<file path="src/rtl/tdp_pkg.sv">
// ----------------------------------------------------------------------------
// tdp_pkg
// Shared constants, types and tables of the thumbstick deadzone polar unit.
// ----------------------------------------------------------------------------
package tdp_pkg;

   localparam int AXIS_MAX      = 32767;
   localparam int ONE_Q14       = 16384;
   localparam int CORDIC_STEPS  = 18;
   localparam int DIV_STEPS     = 15;
   localparam int SQRT_STEPS    = 16;
   localparam int ANGLE_LIMIT   = 11520;
   localparam int DEG180_FINE   = 2949120;
   localparam int QUEUE_DEPTH   = 4;
   localparam int QUEUE_AW      = 2;

   localparam logic CSR_DEADZONE_LEFT  = 1'b0;
   localparam logic CSR_DEADZONE_RIGHT = 1'b1;

   // one classified sample handed from front to back
   typedef struct packed {
      logic        stick;
      logic        neg_x;
      logic        neg_y;
      logic        live_x;
      logic        live_y;
      logic [14:0] num_x;
      logic [14:0] num_y;
      logic [15:0] den;
   } front_item_type;

   function automatic logic signed [23:0] atan_fine(input int i);
      case (i)
         0:  atan_fine = 24'sd737280;
         1:  atan_fine = 24'sd435242;
         2:  atan_fine = 24'sd229970;
         3:  atan_fine = 24'sd116736;
         4:  atan_fine = 24'sd58595;
         5:  atan_fine = 24'sd29326;
         6:  atan_fine = 24'sd14667;
         7:  atan_fine = 24'sd7334;
         8:  atan_fine = 24'sd3667;
         9:  atan_fine = 24'sd1833;
         10: atan_fine = 24'sd917;
         11: atan_fine = 24'sd458;
         12: atan_fine = 24'sd229;
         13: atan_fine = 24'sd115;
         14: atan_fine = 24'sd57;
         15: atan_fine = 24'sd29;
         16: atan_fine = 24'sd14;
         17: atan_fine = 24'sd7;
         default: atan_fine = 24'sd0;
      endcase
   endfunction

endpackage

</file>
<file path="src/rtl/tdp_queue.sv">
// ----------------------------------------------------------------------------
// tdp_queue
// Short queue between the front and the back part.
// ----------------------------------------------------------------------------
module tdp_queue import tdp_pkg::*; (
   input  logic           clock,
   input  logic           reset,
   input  logic           in_valid,
   output logic           in_stall,
   input  front_item_type in_item,
   output logic           out_valid,
   input  logic           out_stall,
   output front_item_type out_item
);

   front_item_type          mem_ff [QUEUE_DEPTH];
   logic [QUEUE_AW-1:0]     wr_ff, rd_ff;
   logic [QUEUE_AW:0]       count_ff;
   logic                    push, pop;

   assign in_stall  = count_ff == (QUEUE_AW+1)'(QUEUE_DEPTH);
   assign out_valid = count_ff != '0;
   assign push      = in_valid && !in_stall;
   assign pop       = out_valid && !out_stall;
   assign out_item  = mem_ff[rd_ff];

   always_ff @(posedge clock) begin
      if (push) mem_ff[wr_ff] <= in_item;
   end

   always_ff @(posedge clock) begin
      if (reset) begin
         wr_ff <= '0;
         rd_ff <= '0;
         count_ff <= '0;
      end else begin
         if (push) wr_ff <= wr_ff + 1'b1;
         if (pop) rd_ff <= rd_ff + 1'b1;
         count_ff <= count_ff + (QUEUE_AW+1)'(push) - (QUEUE_AW+1)'(pop);
      end
   end

   assert property (@(posedge clock) disable iff (reset)
      count_ff <= (QUEUE_AW+1)'(QUEUE_DEPTH))
      else $error("queue overfilled");
   assert property (@(posedge clock) disable iff (reset)
      (push && !pop) |=> count_ff == $past(count_ff) + 1'b1)
      else $error("queue count lost a push");
   assert property (@(posedge clock) disable iff (reset)
      ((QUEUE_AW+1)'(wr_ff - rd_ff) & (QUEUE_AW+1)'(QUEUE_DEPTH-1))
      == (count_ff & (QUEUE_AW+1)'(QUEUE_DEPTH-1)))
      else $error("queue pointers disagree with count");

endmodule

</file>
<file path="config.mk">
export PLATFORM = sky130hd
export DESIGN_NAME = tdp_queue
export DESIGN_NICKNAME = d
export VERILOG_FILES = /design/src/rtl/tdp_pkg.sv /design/src/rtl/tdp_queue.sv
export SDC_FILE = /design/constraint.sdc
export NUM_CORES = 1
export LEC_CHECK = 0
export BUFFER_PORTS_ARGS = -buffer_cell sky130_fd_sc_hd__buf_4
export CAP_MARGIN = 20
export CORE_UTILIZATION = 41
export CTS_CLUSTER_DIAMETER = 40
export DETAILED_ROUTE_END_ITERATION = 8
export GPL_ROUTABILITY_DRIVEN = 0
export PLACE_DENSITY = 0.69
export SLEW_MARGIN = 20
export SYNTH_ARGS = -nofsm -noshare
export SYNTH_HDL_FRONTEND = slang
export SYNTH_SLANG_ARGS = --single-unit
</file>
<file path="constraint.sdc">
create_clock -name clock -period 5.3 [get_ports clock]
set_input_delay 0.53 -clock clock [delete_from_list [all_inputs] [get_ports clock]]
set_output_delay 0.53 -clock clock [all_outputs]
set_load 0.01 [all_outputs]
</file>
# Yosys cells after proc, flatten, opt, wreduce, memory -nomap -nowiden
# Memories as Yosys holds them, arrays and structs flattened. A register that Yosys moved wholly into a read port is not among the register bits.
# Index checks and enable logic that the tools add are counted.
dict set report op_classes {
  eq_ne 1
  mux 4
  reduce_logical 5
  n_addsub 4
}
# cell n
set ops {}
lappend ops {{2-bit by 1-bit adder with 2-bit output (second input constant)} 2}
lappend ops {{2-bit 2-to-1 mux} 2}
lappend ops {{3-bit by 1-bit adder with 3-bit output} 1}
lappend ops {{3-bit equality test (second input constant)} 1}
lappend ops {{3-bit nonzero test} 1}
lappend ops {{3-bit by 1-bit subtractor with 3-bit output} 1}
lappend ops {{1-bit logical AND} 2}
lappend ops {{1-bit zero test} 2}
lappend ops {{1-bit 2-to-1 mux} 2}
dict set report word_totals {
  ramBits 204
  ff_bits 7
  n_memories 1
  out_inout_bits 53
}
# name depth word_bits read_ports rd_ports_with_merged_regs wr line_no
set mem_list {}
lappend mem_list {mem_ff 4 51 1 1 1 tdp_queue.sv:16} ;# front_item_type mem_ff [QUEUE_DEPTH];

# Longest topological paths before layout
# Gate-level depths: netlist of the first run.
dict set report depth {
  depth_word 5
  ltp_mapped 11
  mapped_depth_nobuf 11
}

# Worst setup path before layout of the first run
# Ideal clock, no wire load.
dict set report synth_path {
  path_type {in2reg}
  from {input port in_valid}
  to {memory mem_ff[0][0] (netlist bit) (enable)}
  t_arrival_ns 2.072
  n_path_buf 0
  setup_slack_ns 2.814
  setup_time_ns 0.414
  path_stages 3
  path_cell_list {inv_1 -> nor2_1 -> and2_1}
}
dict set report synth_between {
  elab_chain_len 3
}
# element line_no
set synth_lines {}
lappend synth_lines {{start: declaration} tdp_queue.sv:8} ;# input logic in_valid,
lappend synth_lines {{1-bit logical AND} tdp_queue.sv:23} ;# assign push = in_valid && !in_stall;
lappend synth_lines {{1-bit 2-to-1 mux} tdp_queue.sv:28} ;# if (push) mem_ff[wr_ff] <= in_item;
lappend synth_lines {{1-bit 2-to-1 mux (not written as such)} tdp_queue.sv:28}
lappend synth_lines {{end: declaration} tdp_queue.sv:16}
# Every way passes these cells.

==> results.toml, run 1 <==
[placed_design]
place_hpwl_um = 8350
postPlaceCellArea_sq_um = 8900
portBuffers = 107

[logic_synthesis]
yosysTopAreaCellShare_pct = 77.5
synth_nets = 381
async_reset_ff_share_pct = 0
synth-edff-count = 204
synthTopCellsByCount = "204 x edfxtp_1, 50 x mux4_2, 9 x dfxtp_1, 7 x inv_1, 6 x ha_1"
synth_area_leaders = "edfxtp_1 78%, mux4_2 14%, dfxtp_1 2.3%, buf_12 1.3%, ha_1 0.95%"
ys.flop_type = "edfxtp_1"
synthDistinctLibCells = 26
syn_inst = 319
seq_area_frac_synth_pct = 79.8
syn_avg_cell_area_sq_um = 24.8
yosys_register_bits = 213
syn_area_sq_um = 7900
synth_area_leader_cell = "edfxtp_1"
synth.most_common_cell = "edfxtp_1"
yosysWarnings = 0

[clocking]
clk_pin_slew_ns = 0.06
clk_path_buf_depth = 3
cts_buffers = 29
postCtsSetupRepairBufs = 0
cts_root_buf = "clkbuf_16"
cts_resized = 0
ctsHoldBuffers = 0
cts_tree = "done"
clock_latency_ns = 0.53
cts_sinks = 213
cts_max_level = 1

[sta]
fin_crit_sh_pct = 55.0
worst_hold_slack_ns = 0.198
slew_viol_final = 0
max-slew-margin-rel_pct = 52.6
setup_tns_ns = 0
max_freq_mhz = 343
worst_slew_pin_slew_ns = 0.711
skew_ns = 0.0165
finalSetupViolCount = 0
hold_viol = 0
min_period_ns = 2.91
rsz0062_at_grt = "false"

[critical_path]
crit_fanout = 26
max_stage_delay_ns = 0.78
critPathMostFrequentCell = "buf_4"
cp.required_ns = 4.77
worstPathArrival_ns = 2.38
endpoint_kind = "output pin"
worstSetupStartpointType = "register"
r2r-start = "count_ff[1]$_SDFF_PP0_"
cp_slowest_cell = "dfxtp_2"
crit_type = "register to output pin"
cp_cell_sequence = "buf_4 -> mux4_2 -> buf_4"

[cells_and_area]
multiInputGateArea_sq_um = 1430
seq_area_sq_um = 6310
fin_nets = 512
n_fill_cell = 1457
fin_area_sq_um = 9920
area_delta_synth_final_pct = 25.5
n_antenna_cell = 0
drive_gt1_share_pct = 46.9
postLayoutCoreUtil_pct = 52.8

[pwr]
p_per_area_nw_per_um2 = 504
ir_drop_mv = 0.316
p_leak_uw = 0.00340

[floorplanning]
ios = 108
initial_core_util_pct = 42.1
core-area_sq_um = 18800
chipWidth_um = 141
die_h_um = 141
rows = 50
dieArea_sq_um = 19800

[status]
status = "finished clean"

[grt]
antenna_found_initial = 1
grt_usage_pct = 14.7
first_global_vias = 3987
grt-ovfl-total = 0
grt_max_degree = 52
grt_pass1_wl_um = 22000

[drt]
avgViaCountPerCell = 5.16
via_count = 3650
drt-total-wl_um = 14100
drt_iter0_drc = 148
firstDrtPassIters = 4
routedWlPerCell_um = 20.0
ant_nets = 0
route.detailed.drc = 0

[min_path]
hp-class = "input pin to register"
hp-start = "in_item[22]"

[job]
maxCapViolations = 0
==> cells by family (layout without fill, tap and decap cells) <==
| kind of cell | Yosys count | in the layout | share of synthesized area (%) |
|---|---|---|---|
| flip-flops | 213 | 213 | 79.8 |
| multiplexers | 53 | 53 | 14.9 |
| AND/OR/NAND/NOR | 20 | 20 | 1.55 |
| buffers and inverters | 20 | 174 | 2.15 |
| adder cells (fa/ha/maj) | 7 | 7 | 1.20 |
| AO/OA/AOI/OAI | 5 | 5 | 0.317 |
| XOR/XNOR | 1 | 1 | 0.111 |
==> placed cells by master (no fill, tap or decap) <==
cell        synthesis  routed
edfxtp_1          204     204
buf_4               0     112
mux4_2             50      50
clkbuf_16           0      29
inv_1               7       7
dfxtp_1             9       7
ha_1                6       6
inv_6               0       6
nor2_1              5       5
clkinv_4            0       5
and2_2              0       4
a21oi_1             3       3
clkbuf_1            1       3
nor2b_1             2       2
o21ai_0             2       2
or3_1               2       2
nand2b_1            2       2
clkinvlp_4          0       2
clkinv_8            0       2
clkbuf_8            0       2
bufinv_16           0       2
nor3_2              1       1
nor3b_2             1       1
mux4_1              1       1
nor3b_1             1       1
mux2_2              1       1
mux2i_1             1       1
xor2_1              1       1
and2_1              5       1
nor3_1              1       1
fa_1                1       1
dfxtp_4             0       1
dfxtp_2             0       1
clkinv_2            0       1
inv_8               0       1
clkinv_1            0       1
buf_16              0       1
==> per-stage QoR <==
stage / setup slack, ns / instances / power [uW]
detailed placement: 2.70 / 652 / 3140
CTS: 2.22 / 706 / 5060
floorplan: 2.81 / 319 / 2760
finish: 2.39 / 707 / 5000
global route: 2.28 / 707 / 5210
global placement: 2.80 / 652 / 3110
==> path summary, 6_finish.rpt <==
check	endpoint	slack [ns]	cells after the start
setup / recovery	out_item[41]	2.39	3
hold / removal	mem_ff[1][22]$_DFFE_PP_	0.20	1
setup reg to reg	mem_ff[1][40]$_DFFE_PP_	2.86	4
hold reg to reg	wr_ff[0]$_SDFFE_PP0P_	0.54	2
==> flip-flops by register name, indices dropped and copies added (netlist names), named ones only <==
name / flops
mem_ff: 204
wr_ff: 2
count_ff: 3
rd_ff: 2
==> power by group <==
group	switching (uW)	total [uW]	internal (uW)	leakage [uW]
clock network	744	1900	1160	0.000477
registers	96.8	2140	2050	0.00194
logic	432	955	523	0.000976
==> critical path, delay by kind of cell, from the launching register on <==
| family | cells | cell delay (ns) |
|---|---|---|
| multiplexers | 1 | 0.39 |
| buffers and inverters | 2 | 0.64 |
| flip-flops | 1 | 0.78 |
==> routing by layer <==
metal | track usage (%) | wire [um] | vias up | share of wire [%]
met3 | 3.29 | 732 | 32 | 5.2
met2 | 24.8 | 7060 | 103 | 50
li1 | - | - | 1611 | -
met1 | 18.9 | 5970 | 1902 | 42
met4 | 4.69 | 332 | 2 | 2.4
met5 | 0 | 17 | - | 0.12
==> area by class of cell <==
cell class                      count  share of cell area (%)
Sequential cell                   213                    63.6
Multi-Input combinational cell     86                    14.4
Timing Repair Buffer              113                    8.76
Clock buffer                       34                    7.71
Tap cell                          234                    2.95
Clock inverter                     20                    2.26
Inverter                            7                   0.265
No activity file was read; power rests on OpenSTA's default activity.
==> inputs of run 2 (changes only) <==
--- a/config.mk
+++ b/config.mk
@@ -5,6 +5,7 @@
 export SDC_FILE = /design/constraint.sdc
 export NUM_CORES = 1
 export LEC_CHECK = 0
+export ABC_AREA = 1
 export BUFFER_PORTS_ARGS = -buffer_cell sky130_fd_sc_hd__buf_4
 export CAP_MARGIN = 20
 export CORE_UTILIZATION = 41
==> constraint.sdc (replaced) <==
create_clock -name clock -period 2.8 [get_ports clock]
set_input_delay 0.28 -clock clock [delete_from_list [all_inputs] [get_ports clock]]
set_output_delay 0.28 -clock clock [all_outputs]
set_load 0.01 [all_outputs]
==> results.toml, run 2 <==
[cells_and_area]
largest_reg_flops = 204
n_fill_cell = 1518
reg.largest.list = "mem_ff (204), count_ff (3)"
max_flop_register = "mem_ff"
seq_area_sq_um = 6310
final_common_cell = "edfxtp_1"
instances_no_fill = 998
area_delta_synth_final_pct = 29.1
layout_common_cells = "204 x edfxtp_1, 112 x nor2_1, 111 x buf_4, 60 x o21ai_1, 52 x dlygate4sd3_1"
fin_nets = 785
multiInputGateArea_sq_um = 1480
drive_gt1_share_pct = 21.8
n_antenna_cell = 0

[critical_path]
cp_cell_sequence = "buf_6 -> o21ai_0 -> o22ai_1 -> buf_4"
r2r-end = "count_ff[2]$_SDFF_PP0_"
crit_type = "register to output pin"
crit_buf_inv = 2
max_stage_delay_ns = 0.51
worstSetupStartpointType = "register"
cp.required_ns = 2.52
worstPathArrival_ns = 2.12
cp_slowest_cell = "buf_6"
crit_fanout = 102
r2r-start = "count_ff[1]$_SDFF_PP0_"
rrSetupSlack_ns = 0.44
r2r_cells = 10
crit_family = "buffers and inverters"
endpoint_kind = "output pin"

[sta]
min_period_ns = 2.40
hold_viol = 0
fin_crit_sh_pct = 85.8
rsz0062_at_grt = "false"
skew_ns = 0.0116
worst_hold_slack_ns = 0.0692
finalSetupViolCount = 0
worst_slew_pin_slew_ns = 0.789
max-slew-margin-rel_pct = 47.4
slew_viol_final = 0
max_freq_mhz = 416

[pwr]
p_leak_uw = 0.00371
p_per_area_nw_per_um2 = 888
ir_drop_mv = 0.574

[min_path]
hp-start = "in_valid"
hold_depth = 3
hp-class = "input pin to register"
whs_endpoint = "wr_ff[1]$_SDFFE_PP0P_"

[grt]
met2_usage_pct = 30.0
grt_pass1_wl_um = 26700
globalRouteMet3Util_pct = 3.67
grt-busiest-layer = "met2"
grt_max_degree = 103
first_global_vias = 5294
grt-ovfl-total = 0
antenna_found_initial = 0
grt_use_met1_pct = 21.2
grt_usage_pct = 17.2

[placed_design]
portBuffers = 107
place_inst = 906
place_hpwl_um = 9780

[drt]
via_count = 5143
firstDrtPassIters = 4
drt_iter0_drc = 376
route.detailed.drc = 0
drt-total-wl_um = 17200
ant_nets = 0
routedWlPerCell_um = 17.3
avgViaCountPerCell = 5.15

[logic_synthesis]
yosysWarnings = 0
synth_area_leaders = "edfxtp_1 76%, nor2_1 5.4%, o22ai_1 4.0%, o21ai_1 3.7%, o21ai_0 2.7%"
async_reset_ff_share_pct = 0
synthDistinctLibCells = 19
synthTopCellsByCount = "204 x edfxtp_1, 116 x nor2_1, 60 x o21ai_1, 51 x o22ai_1, 43 x o21ai_0"
synth.most_common_cell = "edfxtp_1"
yosys_register_bits = 213
synth_nets = 622
syn_inst = 560
synth-edff-count = 204
syn_area_sq_um = 8070
synth_area_leader_cell = "edfxtp_1"
syn_avg_cell_area_sq_um = 14.4
seq_area_frac_synth_pct = 78.1
ys.flop_type = "edfxtp_1"
yosysTopAreaCellShare_pct = 75.9

[clocking]
clk_path_buf_depth = 3
clk_pin_slew_ns = 0.06
cts_tree = "done"
cts_sinks = 213
postCtsSetupRepairBufs = 0
cts_buffers = 23
cts_max_level = 1
cts_root_buf = "clkbuf_16"
clock_latency_ns = 0.50

[floorplanning]
rows = 50
core-area_sq_um = 19000
initial_core_util_pct = 42.5
ios = 108
die_h_um = 142
chipWidth_um = 142
dieArea_sq_um = 20300

[status]
status = "finished clean"

[job]
maxCapViolations = 0
run 2: cell types whose count changed in the layout (fill, tap and decap cells not counted), moves of 9 or more:
| cell | before | now |
|---|---|---|
| inv_1 | 7 | 16 |
| nor2_1 | 5 | 112 |
| mux4_2 | 50 | 0 |
| o21ai_0 | 2 | 43 |
| nand2_1 | 0 | 11 |
| o21ai_1 | 0 | 60 |
| o22ai_1 | 0 | 51 |
| dlygate4sd3_1 | 0 | 52 |
run 2: power by group:
group / internal [uW] / switching [uW] / total [uW]
Clock: 1800 / 1170 / 2960
Sequential: 3880 / 99.6 / 3980
Combinational: 924 / 1380 / 2310
run 2: cell type report:
| type | instances | share of cell area, % |
|---|---|---|
| Clock inverter | 14 | 1.60 |
| Clock buffer | 26 | 5.63 |
| Sequential cell | 213 | 60.5 |
| Multi-Input combinational cell | 297 | 14.2 |
| Timing Repair Buffer | 170 | 14.2 |
| Inverter | 18 | 0.660 |
| Tap cell | 260 | 3.12 |
run 2: metrics by stage:
stage	total power [uW]	cell area, sq um	setup WS [ns]	utilization, %	TNS (ns)
floorplan	5340	8070	-0.535	-	-109.15
global placement	6220	9150	0.579	48.1	0
detailed placement	6320	9150	0.449	48.1	0
CTS	9350	10400	0.0922	54.8	0
global route	9680	10400	0.218	54.8	0
finish	9260	10400	0.398	54.8	0
run 2: timing repair:
action	4_1_cts	5_1_grt
hold buffers	52	0
resized for setup	0	1
hold endpoints to repair	206	0
endpoints found under the setup margin	0	2
run 2: tightest hold or removal path, cell delays in order:
cell,delay (ns)
buf_4,0.10
a21oi_1,0.06
nor2_1,0.08
run 2: cell families after synthesis:
group                    after synthesis  synth area share (%)
AO/OA/AOI/OAI                        160                  10.7
adder cells (fa/ha/maj)                7                  1.18
buffers and inverters                 50                  3.89
flip-flops                           213                  78.1
AND/OR/NAND/NOR                      130                  6.09
run 2: worst max path at each step:
stage | to | cells after the start
after detailed placement | count_ff[2]$_SDFF_PP0_ | 10
after global routing | count_ff[2]$_SDFF_PP0_ | 10
final | out_item[11] | 4
after floorplan | mem_ff[0][0]$_DFFE_PP_ | 4
after CTS | out_item[46] | 4
after global placement | count_ff[2]$_SDFF_PP0_ | 10
run 2: routing by layer:
layer / up-vias / share of wire, % / wire [um]
li1: 2408 / - / -
met4: 0 / 2.0 / 338
met2: 137 / 50 / 8640
met3: 29 / 5.5 / 950
met1: 2569 / 42 / 7300
met5: - / 0 / 0
