--- config.mk ---
export PLATFORM = sky130hd
export DESIGN_NAME = tdp_front
export DESIGN_NICKNAME = d
export VERILOG_FILES = /design/src/rtl/tdp_pkg.sv /design/src/rtl/tdp_front.sv
export SDC_FILE = /design/constraint.sdc
export NUM_CORES = 1
export LEC_CHECK = 0
export BUFFER_PORTS_ARGS = -buffer_cell sky130_fd_sc_hd__buf_2
export CORE_ASPECT_RATIO = 2
export CORE_MARGIN = 3
export CORE_UTILIZATION = 50
export CTS_CLUSTER_SIZE = 14
export DETAILED_ROUTE_END_ITERATION = 12
export HOLD_SLACK_MARGIN = 0.02
export PLACE_DENSITY = 0.83
export SYNTH_ARGS = -nofsm -noshare
export SYNTH_HDL_FRONTEND = slang
export SYNTH_SLANG_ARGS = --single-unit
--- constraint.sdc ---
create_clock -name clock -period 3.7 [get_ports clock]
set_input_delay 0.74 -clock clock [delete_from_list [all_inputs] [get_ports clock]]
set_output_delay 0.74 -clock clock [all_outputs]
set_load 0.02 [all_outputs]
--- src/rtl/tdp_pkg.sv ---
// ----------------------------------------------------------------------------
// tdp_pkg
// Shared constants, types and tables of the thumbstick deadzone polar unit.
// ----------------------------------------------------------------------------
package tdp_pkg;

   localparam int AXIS_MAX      = 32767;
   localparam int ONE_Q14       = 16384;
   localparam int CORDIC_STEPS  = 18;
   localparam int DIV_STEPS     = 15;
   localparam int SQRT_STEPS    = 16;
   localparam int ANGLE_LIMIT   = 11520;
   localparam int DEG180_FINE   = 2949120;
   localparam int QUEUE_DEPTH   = 4;
   localparam int QUEUE_AW      = 2;

   localparam logic CSR_DEADZONE_LEFT  = 1'b0;
   localparam logic CSR_DEADZONE_RIGHT = 1'b1;

   // one classified sample handed from front to back
   typedef struct packed {
      logic        stick;
      logic        neg_x;
      logic        neg_y;
      logic        live_x;
      logic        live_y;
      logic [14:0] num_x;
      logic [14:0] num_y;
      logic [15:0] den;
   } front_item_type;

   function automatic logic signed [23:0] atan_fine(input int i);
      case (i)
         0:  atan_fine = 24'sd737280;
         1:  atan_fine = 24'sd435242;
         2:  atan_fine = 24'sd229970;
         3:  atan_fine = 24'sd116736;
         4:  atan_fine = 24'sd58595;
         5:  atan_fine = 24'sd29326;
         6:  atan_fine = 24'sd14667;
         7:  atan_fine = 24'sd7334;
         8:  atan_fine = 24'sd3667;
         9:  atan_fine = 24'sd1833;
         10: atan_fine = 24'sd917;
         11: atan_fine = 24'sd458;
         12: atan_fine = 24'sd229;
         13: atan_fine = 24'sd115;
         14: atan_fine = 24'sd57;
         15: atan_fine = 24'sd29;
         16: atan_fine = 24'sd14;
         17: atan_fine = 24'sd7;
         default: atan_fine = 24'sd0;
      endcase
   endfunction

endpackage

--- src/rtl/tdp_front.sv ---
// ----------------------------------------------------------------------------
// tdp_front
// Accepts samples, clamps each axis and subtracts the selected deadzone.
// ----------------------------------------------------------------------------
module tdp_front import tdp_pkg::*; (
   input  logic           clock,
   input  logic           reset,
   input  logic           csr_write,
   input  logic           csr_index,
   input  logic [14:0]    csr_data,
   input  logic           in_valid,
   output logic           in_stall,
   input  logic           in_stick,
   input  logic [15:0]    in_x,
   input  logic [15:0]    in_y,
   output logic           out_valid,
   input  logic           out_stall,
   output front_item_type out_item
);

   logic [14:0]    dz_left_ff, dz_right_ff;
   logic           valid_ff;
   front_item_type item_ff, item_in;
   logic [14:0]    dz;

   function automatic logic [15:0] clamp_abs(input logic [15:0] v);
      logic [15:0] a;
      a = v[15] ? (16'd0 - v) : v;
      if (a > 16'd32767) a = 16'd32767;
      clamp_abs = a;
   endfunction

   logic [15:0] ax, ay;

   always_ff @(posedge clock) begin
      if (reset) begin
         dz_left_ff  <= 15'd7849;
         dz_right_ff <= 15'd8689;
      end else if (csr_write) begin
         if (csr_index == CSR_DEADZONE_LEFT) dz_left_ff <= csr_data;
         else dz_right_ff <= csr_data;
      end
   end

   assign in_stall = valid_ff && out_stall;

   always_comb begin
      dz = in_stick ? dz_right_ff : dz_left_ff;
      ax = clamp_abs(in_x);
      ay = clamp_abs(in_y);
      item_in.stick  = in_stick;
      item_in.neg_x  = in_x[15];
      item_in.neg_y  = in_y[15];
      item_in.live_x = ax > {1'b0, dz};
      item_in.live_y = ay > {1'b0, dz};
      item_in.num_x  = 15'(ax - {1'b0, dz});
      item_in.num_y  = 15'(ay - {1'b0, dz});
      item_in.den    = 16'(AXIS_MAX) - {1'b0, dz};
   end

   always_ff @(posedge clock) begin
      if (reset) valid_ff <= 1'b0;
      else if (!in_stall) valid_ff <= in_valid;
   end

   always_ff @(posedge clock) begin
      if (!in_stall && in_valid) item_ff <= item_in;
   end

   assign out_valid = valid_ff;
   assign out_item  = item_ff;

endmodule

Yosys cells after proc, flatten, opt, wreduce, memory -nomap -nowiden:

Index checks and enable logic that the tools add are counted.

* $add $sub $neg: 5
* magnitude comparators: 4
* multiplexer cells: 5
* bitwise logic cells: 1
* reduce and logical (&&, ||, !) cells: 5

Operators with widths (number)
* 16-bit 2-to-1 mux: 4
* 16-bit by 15-bit > comparator with 1-bit output: 2
* 16-bit by 15-bit > comparator with 1-bit output, second input constant: 2
* 1-bit by 16-bit subtractor with 16-bit output, first input constant: 2
* 15-bit subtractor: 2
* 15-bit by 15-bit subtractor with 16-bit output, first input constant: 1
* 15-bit 2-to-1 mux: 1
* 2-bit AND reduction: 2
* 1-bit logical AND: 2
* 1-bit zero test: 1
* 1-bit NOT: 1

* register bits: 82
* input port bits: 54
* output and inout bits: 53
* word-level logic and storage cells: 31

Depth between registers and ports, before layout:

Gate-level depths: netlist of the first run.

* depth after elaboration: 5
* depth in mapped cells: 13
* gate-level depth less buffers: 13

Least setup slack after synthesis of the first run:

Ideal clock, no wire load.

* path type: in2reg
* start point: in in_y[9]
* end point: reg item_ff (netlist bit out_item[29]) (data pin)
* setup time: 260 ps
* arrival time: 3597 ps
* data required time: 3440 ps
* slack: -157 ps
* stages on the path: 13
* buffers on the path: 1
* cells stage by stage: or3_4 -> or4_4 -> nor3_1 -> nand3b_1 -> clkbuf_1 -> nand2_1 -> ha_1 -> o21a_1 -> o31a_1 -> o41a_1 -> a221o_1 -> o31ai_2 -> xnor2_1

RTL lines
* from (decl): RTL line tdp_front.sv:15 `input logic [15:0] in_y,`
* to (signal assigned): RTL line tdp_front.sv:67 `if (!in_stall && in_valid) item_ff <= item_in;`
* to (decl): RTL line tdp_front.sv:23 `front_item_type item_ff, item_in;`

==> impl_metrics.toml, run 1 <==
[detailed_routing]
ant_nets = 0
via_count = 4552
remaining_drc_errors = 0
routedWlPerCell_um = 17.04
drt_iter0_drc = 271
via_per_inst = 5.627
dr.pass1.iters = 5
wirelength_um = 13790

[clock_network]
cts_num_sinks = 81
clk_pin_slew_ps = 60
clockBufferDepth = 2
clockRootBuffer = "clkbuf_16"
ctsHoldBuffers = 0
cts-buffers-inserted = 9
ctsHtreeMaxLevel = 3
insertion_delay_ps = 340
cts_tree = "built"

[worst_hold_path]
hp-start = "dz_right_ff[3]"
min_path_type = "reg -> reg"
whs_path_depth = 2
min_to = "dz_right_ff[3]"

[sta]
clock_skew_ps = 7.580
finalSetupViolCount = 1
max_slew.worst_pin.slew_ps = 1177
slew_viol_final = 0
timing.slew.headroom = 0.2135
timing.fmax_ghz = 0.2684
fin_tns_setup_ps = -26.00
period_minus_slack_ps = 3726
fin_ws_ps = -26.00
rsz0062_at_grt = "yes"
finalHoldViolCount = 0
post-route-period-util = 1.007

[yosys]
synth.cell_area_mm2 = 0.004826
syn_nets = 589
synth_ff_type = "edfxtp_1"
syn_inst = 501
synth_edf_count = 50
synth_cell_types = 53
yosys_warnings = 0
ys_ff_latch = 81
syn_avg_cell_area_um2 = 9.632
async_flop_share = 0
ys_seq_area_frac = 0.4397

[floorplan]
die_area_mm2 = 0.01094
initial_utilization = 0.5143
rows = 50
die_x_um = 75.47
core_mm2 = 0.009384
ios = 107
die_height_um = 144.9

[layout]
fill_cells = 682
regArea_mm2 = 0.002122
antenna_cells = 0
final_layout_size_suffix_gt1_frac = 0.3418
multi_input_area_mm2 = 0.002674
stdcell_area_mm2 = 0.006536
syn_to_final_growth_pct = 35.44
fin_nets = 788

[global_routing]
grt_pass1_vias = 4631
grt_start_max_net_pins = 51
grt_pass1_wl_um = 21380
grt_use_total = 0.2560
grt-ovfl-total = 0
antenna_found_initial = 0

[place]
gp_congestion = 0.9383
dp_hpwl_um = 10390
pre_cts_ws_ps = -495.0
placed_cell_area_mm2 = 0.006116
numPortBuffers = 105

[setup_path]
crit_family = "simple AND/OR/NAND/NOR gates"
reg2reg_setup_slack_ps = 960
cp_slowest_stage_delay_ps = 430
crit_chain = "buf_6, or3_4, or4_4, nor3_2, nand3b_1, nand2_1, ha_1, nor2b_4, o31a_1, o41a_1, a221o_1, o31ai_2, xnor2_1"
rr_startpoint = "dz_right_ff[0]"
slowest_stage = "or4_4"
startpoint_type = "input pin"
r2r_cells = 12
critical_path_class = "in -> reg"
reg2reg_to = "out_item[47]"
crit_arrival_ps = 3810
critPathCaptureType = "flip-flop"
cp_num_buf_inv = 1
critPathRequiredTime_ps = 3790
path_max_fanout = 4

[pwr]
power.leakage_nw = 3.024
ir_drop_mv = 0.3980
p_per_area_mw_per_mm2 = 457.7

[flow_run]
cap_viol_max_count = 0

[status]
status = "finished, violations left"
violations = "negative setup slack"
layout by cell type, fill, tap and decap left out, types with 6 or more instances in the layout:
master       n
buf_2      104
nand2_1     99
buf_4       99
edfxtp_1    50
dfxtp_1     31
ha_1        30
a21oi_1     29
xor2_1      27
nor2_1      20
mux2i_1     17
nand3b_1    16
xnor2_1     16
o21ai_0     15
inv_1       14
o31ai_1     11
a21o_1      10
clkbuf_16    9
nand3_1      8
nand4_1      7
nor2b_1      7
nand2b_1     6
a31oi_1      6
o21a_1       6
repair_timing:
action	CTS	global route
hold endpoints to repair	0	0
buffers inserted	7	4
pin swaps	3	7
resized for setup	2	15
endpoints found under the setup margin	4	10
metrics by stage:
step	hold WS (ps)	utilization	total power, W	std cells
finish	457.6	0.6965	0.002992	809
global route	474.9	0.6965	0.003133	809
floorplan	435.7	-	0.001738	501
global placement	441.4	0.6517	0.002094	782
detailed placement	448.9	0.6517	0.002125	782
CTS	457.2	0.6875	0.002963	805
kinds of logic after synthesis:
logic type,synth area share
simple gates,0.1926
compound gates,0.1374
flops,0.4397
xor+xnor,0.07804
fa+ha+maj,0.09126
buf+inv,0.02489
mux,0.03526
other cells,0.0007771
worst min-delay path, stage by stage, from the launching register on:
cell and delay, ps:
dfxtp_1 310, nand2_1 50, a21oi_1 50
where the power goes:
part	switching, W	total [W]	internal [W]
Combinational	0.000572	0.00105	0.000479
Clock	0.000358	0.000814	0.000457
Sequential	0.0000251	0.00113	0.00110
Total	0.000954	0.00299	0.00204
routing by layer:
metal  part of all wire  global-route usage  vias up
li1                   -                   -     2193
met4              0.066              0.1637        0
met3              0.048             0.04646       64
met1               0.36              0.2639     2103
met2               0.53              0.4458      192
met5                  0                   0        -
cell usage after synthesis, types with 2 or more instances:
cell type    n  area share
a211oi_1     2      0.0031
a21o_1      10       0.016
a21oi_1     30       0.031
a31oi_1      7      0.0091
and2_1       5      0.0065
and3_1       3      0.0039
clkbuf_1    16       0.012
dfxtp_1     31        0.13
edfxtp_1    50        0.31
fa_1         2      0.0083
ha_1        32       0.083
inv_1       14       0.011
mux2i_1     17       0.035
nand2_1    100       0.078
nand2b_1     6      0.0078
nand3_1      8      0.0083
nand3b_1    16       0.025
nand4_1      7      0.0091
nor2_1      20       0.016
nor2b_1     10       0.013
nor3_1       5      0.0052
nor4_1       2      0.0026
o211ai_1     2      0.0031
o21a_1       6      0.0093
o21ai_0     17       0.018
o21bai_1     2      0.0031
o31a_1       2      0.0036
o31ai_1     11       0.017
o41ai_1      2      0.0036
or3_1        2      0.0026
xnor2_1     16       0.029
xor2_1      27       0.049
sequential cells by signal (all words and copies together) (netlist names):
| name | cells |
|---|---|
| dz_right_ff | 15 |
| out_item | 50 |
| out_valid | 1 |
| dz_left_ff | 15 |
how the worst max path moves through the flow:
stage                        end  depth (start not counted)  slack [ps]     from
floorplan           out_item[29]                         13        -100  in_y[9]
CTS                 out_item[30]                         15         -10  in_y[9]
global route        out_item[29]                         13        -170  in_y[9]
finish              out_item[29]                         13         -30  in_y[9]
global placement    out_item[30]                         15        -370  in_y[9]
detailed placement  out_item[30]                         15        -490  in_y[9]
final cells by class:
class | instances | area share
clock buffers | 10 | 0.03503
clock inverters | 6 | 0.006508
inverters | 14 | 0.008040
multi-input cells | 389 | 0.4091
flip-flops and latches | 81 | 0.3247
well taps | 104 | 0.01991
repair buffers | 205 | 0.1968
Note: power is estimated with default switching activity, not from simulation.
==> inputs of run 2 (changes only) <==
Settings changed: CORE_UTILIZATION 50 to 35, PLACE_DENSITY 0.83 to 0.64, SETUP_SLACK_MARGIN from default to 0.5.
==> run 2 against run 1 <==
Effect of this change: total power grew 8.3%; setup slack better by 82 ps; maximum frequency is 2.2% higher; register-to-register slack better by 90 ps; critical path type unchanged; via count decreased by 2.7%; largest cell class unchanged; the run now ends clean; utilization down 18 points.
==> impl_metrics.toml, run 2 (synthesis gave the netlist of run 1 again) <==
[status]
status = "finished clean"

[clock_network]
cts_tree = "built"
clockBufferDepth = 2
insertion_delay_ps = 340
cts-buffers-inserted = 9
clockRootBuffer = "clkbuf_16"
clk_pin_slew_ps = 70
cts_num_sinks = 81
ctsHoldBuffers = 0
ctsHtreeMaxLevel = 3

[pwr]
p_per_area_mw_per_mm2 = 462.4
p_sw_w = 0.001033
ir_drop_mv = 0.2068
seqPwrFrac = 0.349
intPower_w = 0.002208
sw_frac_of_total = 0.3187
power.leakage_nw = 3.115
p_clk_frac = 0.300
p_comb_frac = 0.351

[setup_path]
startpoint = "in_y[9]"
path_max_fanout = 2
rr_startpoint = "dz_right_ff[0]"
critical_path_class = "in -> reg"
critPathCaptureType = "flip-flop"
slowest_stage = "or4_4"
endpoint = "out_item[29]"
reg2reg_to = "out_item[45]"
cp_slowest_stage_delay_ps = 430
cp_num_buf_inv = 1
critPathRequiredTime_ps = 3800
path_depth = 13
crit_family = "simple AND/OR/NAND/NOR gates"
reg2reg_setup_slack_ps = 1050
startpoint_type = "input pin"
r2r_cells = 11
crit_chain = "buf_6, or3_4, or4_4, nor3_2, nand3b_1, nand2_1, ha_1, nor2b_4, o31a_1, o41a_1, a221o_1, o31ai_2, xnor2_1"
crit_arrival_ps = 3740

[global_routing]
grt-ovfl-total = 0
grt_start_max_net_pins = 51
grt_use_total = 0.1888
grt_pass1_vias = 4537
antenna_found_initial = 0
grt_pass1_wl_um = 21940

[floorplan]
ios = 107
core_mm2 = 0.01351
die_area_mm2 = 0.01532
die_height_um = 172.1
die_x_um = 89.03
initial_utilization = 0.3571
rows = 60

[layout]
stdcell_area_mm2 = 0.007007
utilization = 0.5185
final_common_cell = "buf_2"
fill_cells = 1248
syn_to_final_growth_pct = 45.19
layout_common_cells = "101 x buf_2, 95 x nand2_1, 89 x buf_4"
finalNonFillerCells = 857
fin_nets = 785
final_layout_size_suffix_gt1_frac = 0.4031
antenna_cells = 0
largest_reg_flops = 50

[sta]
finalSetupViolCount = 0
timing.slew.headroom = 0.2759
rsz0062_at_grt = "yes"
period_minus_slack_ps = 3644
max_slew.worst_pin.slew_ps = 1084
slew_viol_final = 0
fin_ws_ps = 55.89
post-route-period-util = 0.9849
clock_skew_ps = 12.54
timing.fmax_ghz = 0.2744
finalHoldViolCount = 0

[place]
dp_hpwl_um = 11450
numPortBuffers = 105
placed_cell_area_mm2 = 0.006256
gp_congestion = 0.8976
pre_cts_ws_ps = -377.8
place_inst = 820

[detailed_routing]
via_per_inst = 5.170
via_count = 4431
remaining_drc_errors = 0
dr.pass1.iters = 4
routedWlPerCell_um = 16.69
drt_iter0_drc = 120
wirelength_um = 14310
ant_nets = 0

[flow_run]
cap_viol_max_count = 0

[worst_hold_path]
min_path_type = "reg -> reg"
==> run 2: changes by cell type in the layout (fill, tap and decap cells not counted), sizes merged <==
cell    previous run  this run
buf              205       202
bufinv             0         1
clkinv             4         1
inv               16        18
==> run 2: cell type report <==
cell class,instances,area [um^2],area share
multi-input combinational,389,3003,0.4286
sequential,81,2122,0.3029
timing repair buffer,202,1309,0.1868
clock buffer,10,250.2,0.03571
tap,155,193.9,0.02768
clock inverter,6,76.32,0.01089
inverter,14,52.55,0.007500
==> run 2: worst min-delay path by stage <==
stage / start / end / slack (ps) / cells after the start
final: dz_right_ff[1] / dz_right_ff[1] / 450 / 2
after global placement: dz_left_ff[1] / dz_left_ff[1] / 440 / 2
after global routing: dz_left_ff[1] / dz_left_ff[1] / 470 / 2
after detailed placement: dz_right_ff[10] / dz_right_ff[10] / 450 / 2
after CTS: dz_right_ff[1] / dz_right_ff[1] / 460 / 2
after floorplan: dz_left_ff[13] / dz_left_ff[13] / 440 / 2
==> run 2: worst min-delay path: stages (launching register included) <==
cell and delay [ps]:
dfxtp_1 310, nand2_1 50, a21oi_1 50
==> run 2: routing by layer <==
layer | part of all wire | vias up | global-route usage | wire, um
li1 | - | 2185 | - | -
met1 | 0.35 | 2106 | 0.1900 | 4943
met2 | 0.58 | 107 | 0.3657 | 8235
met3 | 0.033 | 33 | 0.02146 | 472
met4 | 0.046 | 0 | 0.09462 | 654
met5 | 0 | - | 0 | 0
==> run 2: per-stage QoR <==
step | setup TNS, ps | power [W] | hold WS [ps]
final | 0 | 0.003240 | 453.6
after CTS | 0 | 0.003176 | 456.9
after global placement | -2388 | 0.002149 | 441.4
after floorplan | -87.15 | 0.001777 | 435.7
after global routing | -17.28 | 0.003407 | 469.2
after detailed placement | -2876 | 0.002174 | 449.1
==> run 2: power by group through the flow <==
| stage | clock, W | sequential [W] | combinational [W] |
|---|---|---|---|
| floorplan | 0 | 0.00126 | 0.000519 |
| global placement | 0 | 0.00115 | 0.000999 |
| detailed placement | 0 | 0.00115 | 0.00102 |
| CTS | 0.000985 | 0.00113 | 0.00106 |
| global route | 0.00102 | 0.00114 | 0.00124 |
| finish | 0.000971 | 0.00113 | 0.00114 |
==> run 2: repair_timing <==
item,in CTS,in global routing
pin swaps,19,38
gates resized for setup,19,34
setup endpoints to repair,20,20
setup buffers,11,10
==> inputs of run 3 (changes only) <==
Settings changed: CORE_UTILIZATION 35 to 50, PLACE_DENSITY 0.64 to 0.83.
==> run 3 against run 2 <==
Effect of this change: maximum frequency rose by 1.8%; register-to-register slack got worse by 130 ps; setup slack improved by 66 ps; clock skew fell by 2.8 ps; sequential share of layout area rose by 0.57 points; sequential power barely moved.
==> impl_metrics.toml, run 3 (synthesis gave the netlist of run 1 again) <==
[sta]
finalSetupViolCount = 0
period_minus_slack_ps = 3578
clock_skew_ps = 9.743
fin_ws_ps = 121.6
rsz0062_at_grt = "yes"
holdWs_ps = 456.8
fin_tns_setup_ps = 0
slew_viol_final = 0
finalHoldViolCount = 0
max_slew.worst_pin.slew_ps = 1111
timing.fmax_ghz = 0.2795
post-route-period-util = 0.9671
timing.slew.headroom = 0.2578

[pwr]
power.leakage_nw = 3.060
ir_drop_mv = 0.4688
p_per_area_mw_per_mm2 = 456.6
power_w = 0.003140

[clock_network]
cts_tree = "built"
ctsHtreeMaxLevel = 3
clockRootBuffer = "clkbuf_16"
clk_pin_slew_ps = 60
ctsHoldBuffers = 0
clockBufferDepth = 2
cts_num_sinks = 81
cts-buffers-inserted = 9
insertion_delay_ps = 350

[setup_path]
crit_chain = "buf_6, or3_4, or4_4, nor3_2, nand3b_1, nand2_2, ha_4, nor2b_4, o31a_1, o41a_1, buf_4, buf_6, o21ai_4, mux2i_1, nand2_1"
cp_slowest_stage_delay_ps = 430
slowest_stage = "or4_4"
startpoint = "in_y[9]"
rr_startpoint = "dz_right_ff[0]"
critical_path_class = "in -> reg"
critPathRequiredTime_ps = 3790
startpoint_type = "input pin"
path_max_fanout = 2
cp_num_buf_inv = 3
crit_family = "simple AND/OR/NAND/NOR gates"
reg2reg_setup_slack_ps = 920
crit_arrival_ps = 3670
cpMostUsedCell = "buf_6"
reg2reg_to = "out_item[47]"
r2r_cells = 11
critPathCaptureType = "flip-flop"

[global_routing]
antenna_found_initial = 0
grt_start_max_net_pins = 51
grt_use_total = 0.2522
grt-ovfl-total = 0
grt_pass1_wl_um = 21160
grt_pass1_vias = 4498

[floorplan]
initial_utilization = 0.5143
die_area_mm2 = 0.01094
rows = 50
die_height_um = 144.9
ios = 107
die_x_um = 75.47
core_mm2 = 0.009384

[layout]
fin_nets = 774
final_common_cell = "buf_2"
syn_to_final_growth_pct = 42.52
layout_common_cells = "98 x buf_2, 92 x nand2_1, 76 x buf_4"
antenna_cells = 0
largest_reg_flops = 50
final_layout_size_suffix_gt1_frac = 0.3922
finalNonFillerCells = 795

[detailed_routing]
via_count = 4526
ant_nets = 0
drt_iter0_drc = 253
wirelength_um = 14410
routedWlPerCell_um = 18.12
remaining_drc_errors = 0
dr.pass1.iters = 4
via_per_inst = 5.693

[place]
numPortBuffers = 105
gp_congestion = 0.9165
pre_cts_ws_ps = -322.9
dp_hpwl_um = 10170
place_inst = 750

[flow_run]
cap_viol_max_count = 0

[worst_hold_path]
hp-start = "dz_right_ff[10]"
min_to = "dz_right_ff[10]"
min_path_type = "reg -> reg"
whs_path_depth = 2

[status]
status = "finished clean"
-- run 3: changes by cell type in the layout (fill, tap and decap cells not counted), sizes merged --
| cell | change |
|---|---|
| buf | -11 |
| inv | -3 |
| clkinv | +2 |
| bufinv | -1 |
| clkbuf | +1 |
| clkinvlp | +1 |
-- run 3: worst reg2reg max path, stage by stage (launching register included) --
cell and delay (ps):
dfxtp_1 330, mux2i_1 120, inv_1 310, ha_4 220, inv_2 40, fa_2 340
a21o_1 170, a21o_1 230, a31oi_4 250, nor2_1 120, a211oi_4 290, o21ai_2 110
-- run 3: cell type report --
type,count,area [um^2]
tap,104,130.1
multi-input combinational,389,3012
fill,643,2506
clock buffer,11,264.0
sequential,81,2122
inverter,14,52.55
timing repair buffer,191,1261
clock inverter,5,36.28
-- run 3: what timing repair did --
item | 4_1_cts | 5_1_grt
setup endpoints to repair | 18 | 19
pin swaps | 17 | 30
cloned | 0 | 0
gates resized for setup | 23 | 37
endpoints found under the hold margin | 0 | 0
setup buffers | 11 | 18
-- run 3: through the flow --
step             util  cell area [um^2]
2_1_floorplan       -              5050
3_3_place_gp   0.6447              6050
3_5_place_dp   0.6447              6050
4_1_cts        0.6987              6556
5_1_grt        0.7329              6878
6_report       0.7329              6878
-- run 3: how the worst max path moves through the flow --
stage                    to  slack (ps)  cells after the start
3_5_place_dp   out_item[30]        -320                     15
4_1_cts        out_item[29]         160                     13
5_1_grt        out_item[29]         0.9                     13
3_3_place_gp   out_item[29]        -220                     13
6_report       out_item[25]         120                     15
2_1_floorplan  out_item[29]         -90                     13
-- run 3: layer usage --
metal  up-vias  GRT usage  wire length (um)
li1       2167          -                 -
met1      2138     0.2582              5118
met2       161     0.4471              7655
met3        60    0.04022               677
met4         0     0.1559               954
met5         -          0                 0
-- run 3: report_power, final --
part | leakage (nW) | total (W) | switching, W | internal [W]
Sequential | 0.733 | 0.00113 | 0.0000262 | 0.00110
Clock | 0.147 | 0.000868 | 0.000354 | 0.000514
Combinational | 2.18 | 0.00114 | 0.000626 | 0.000518
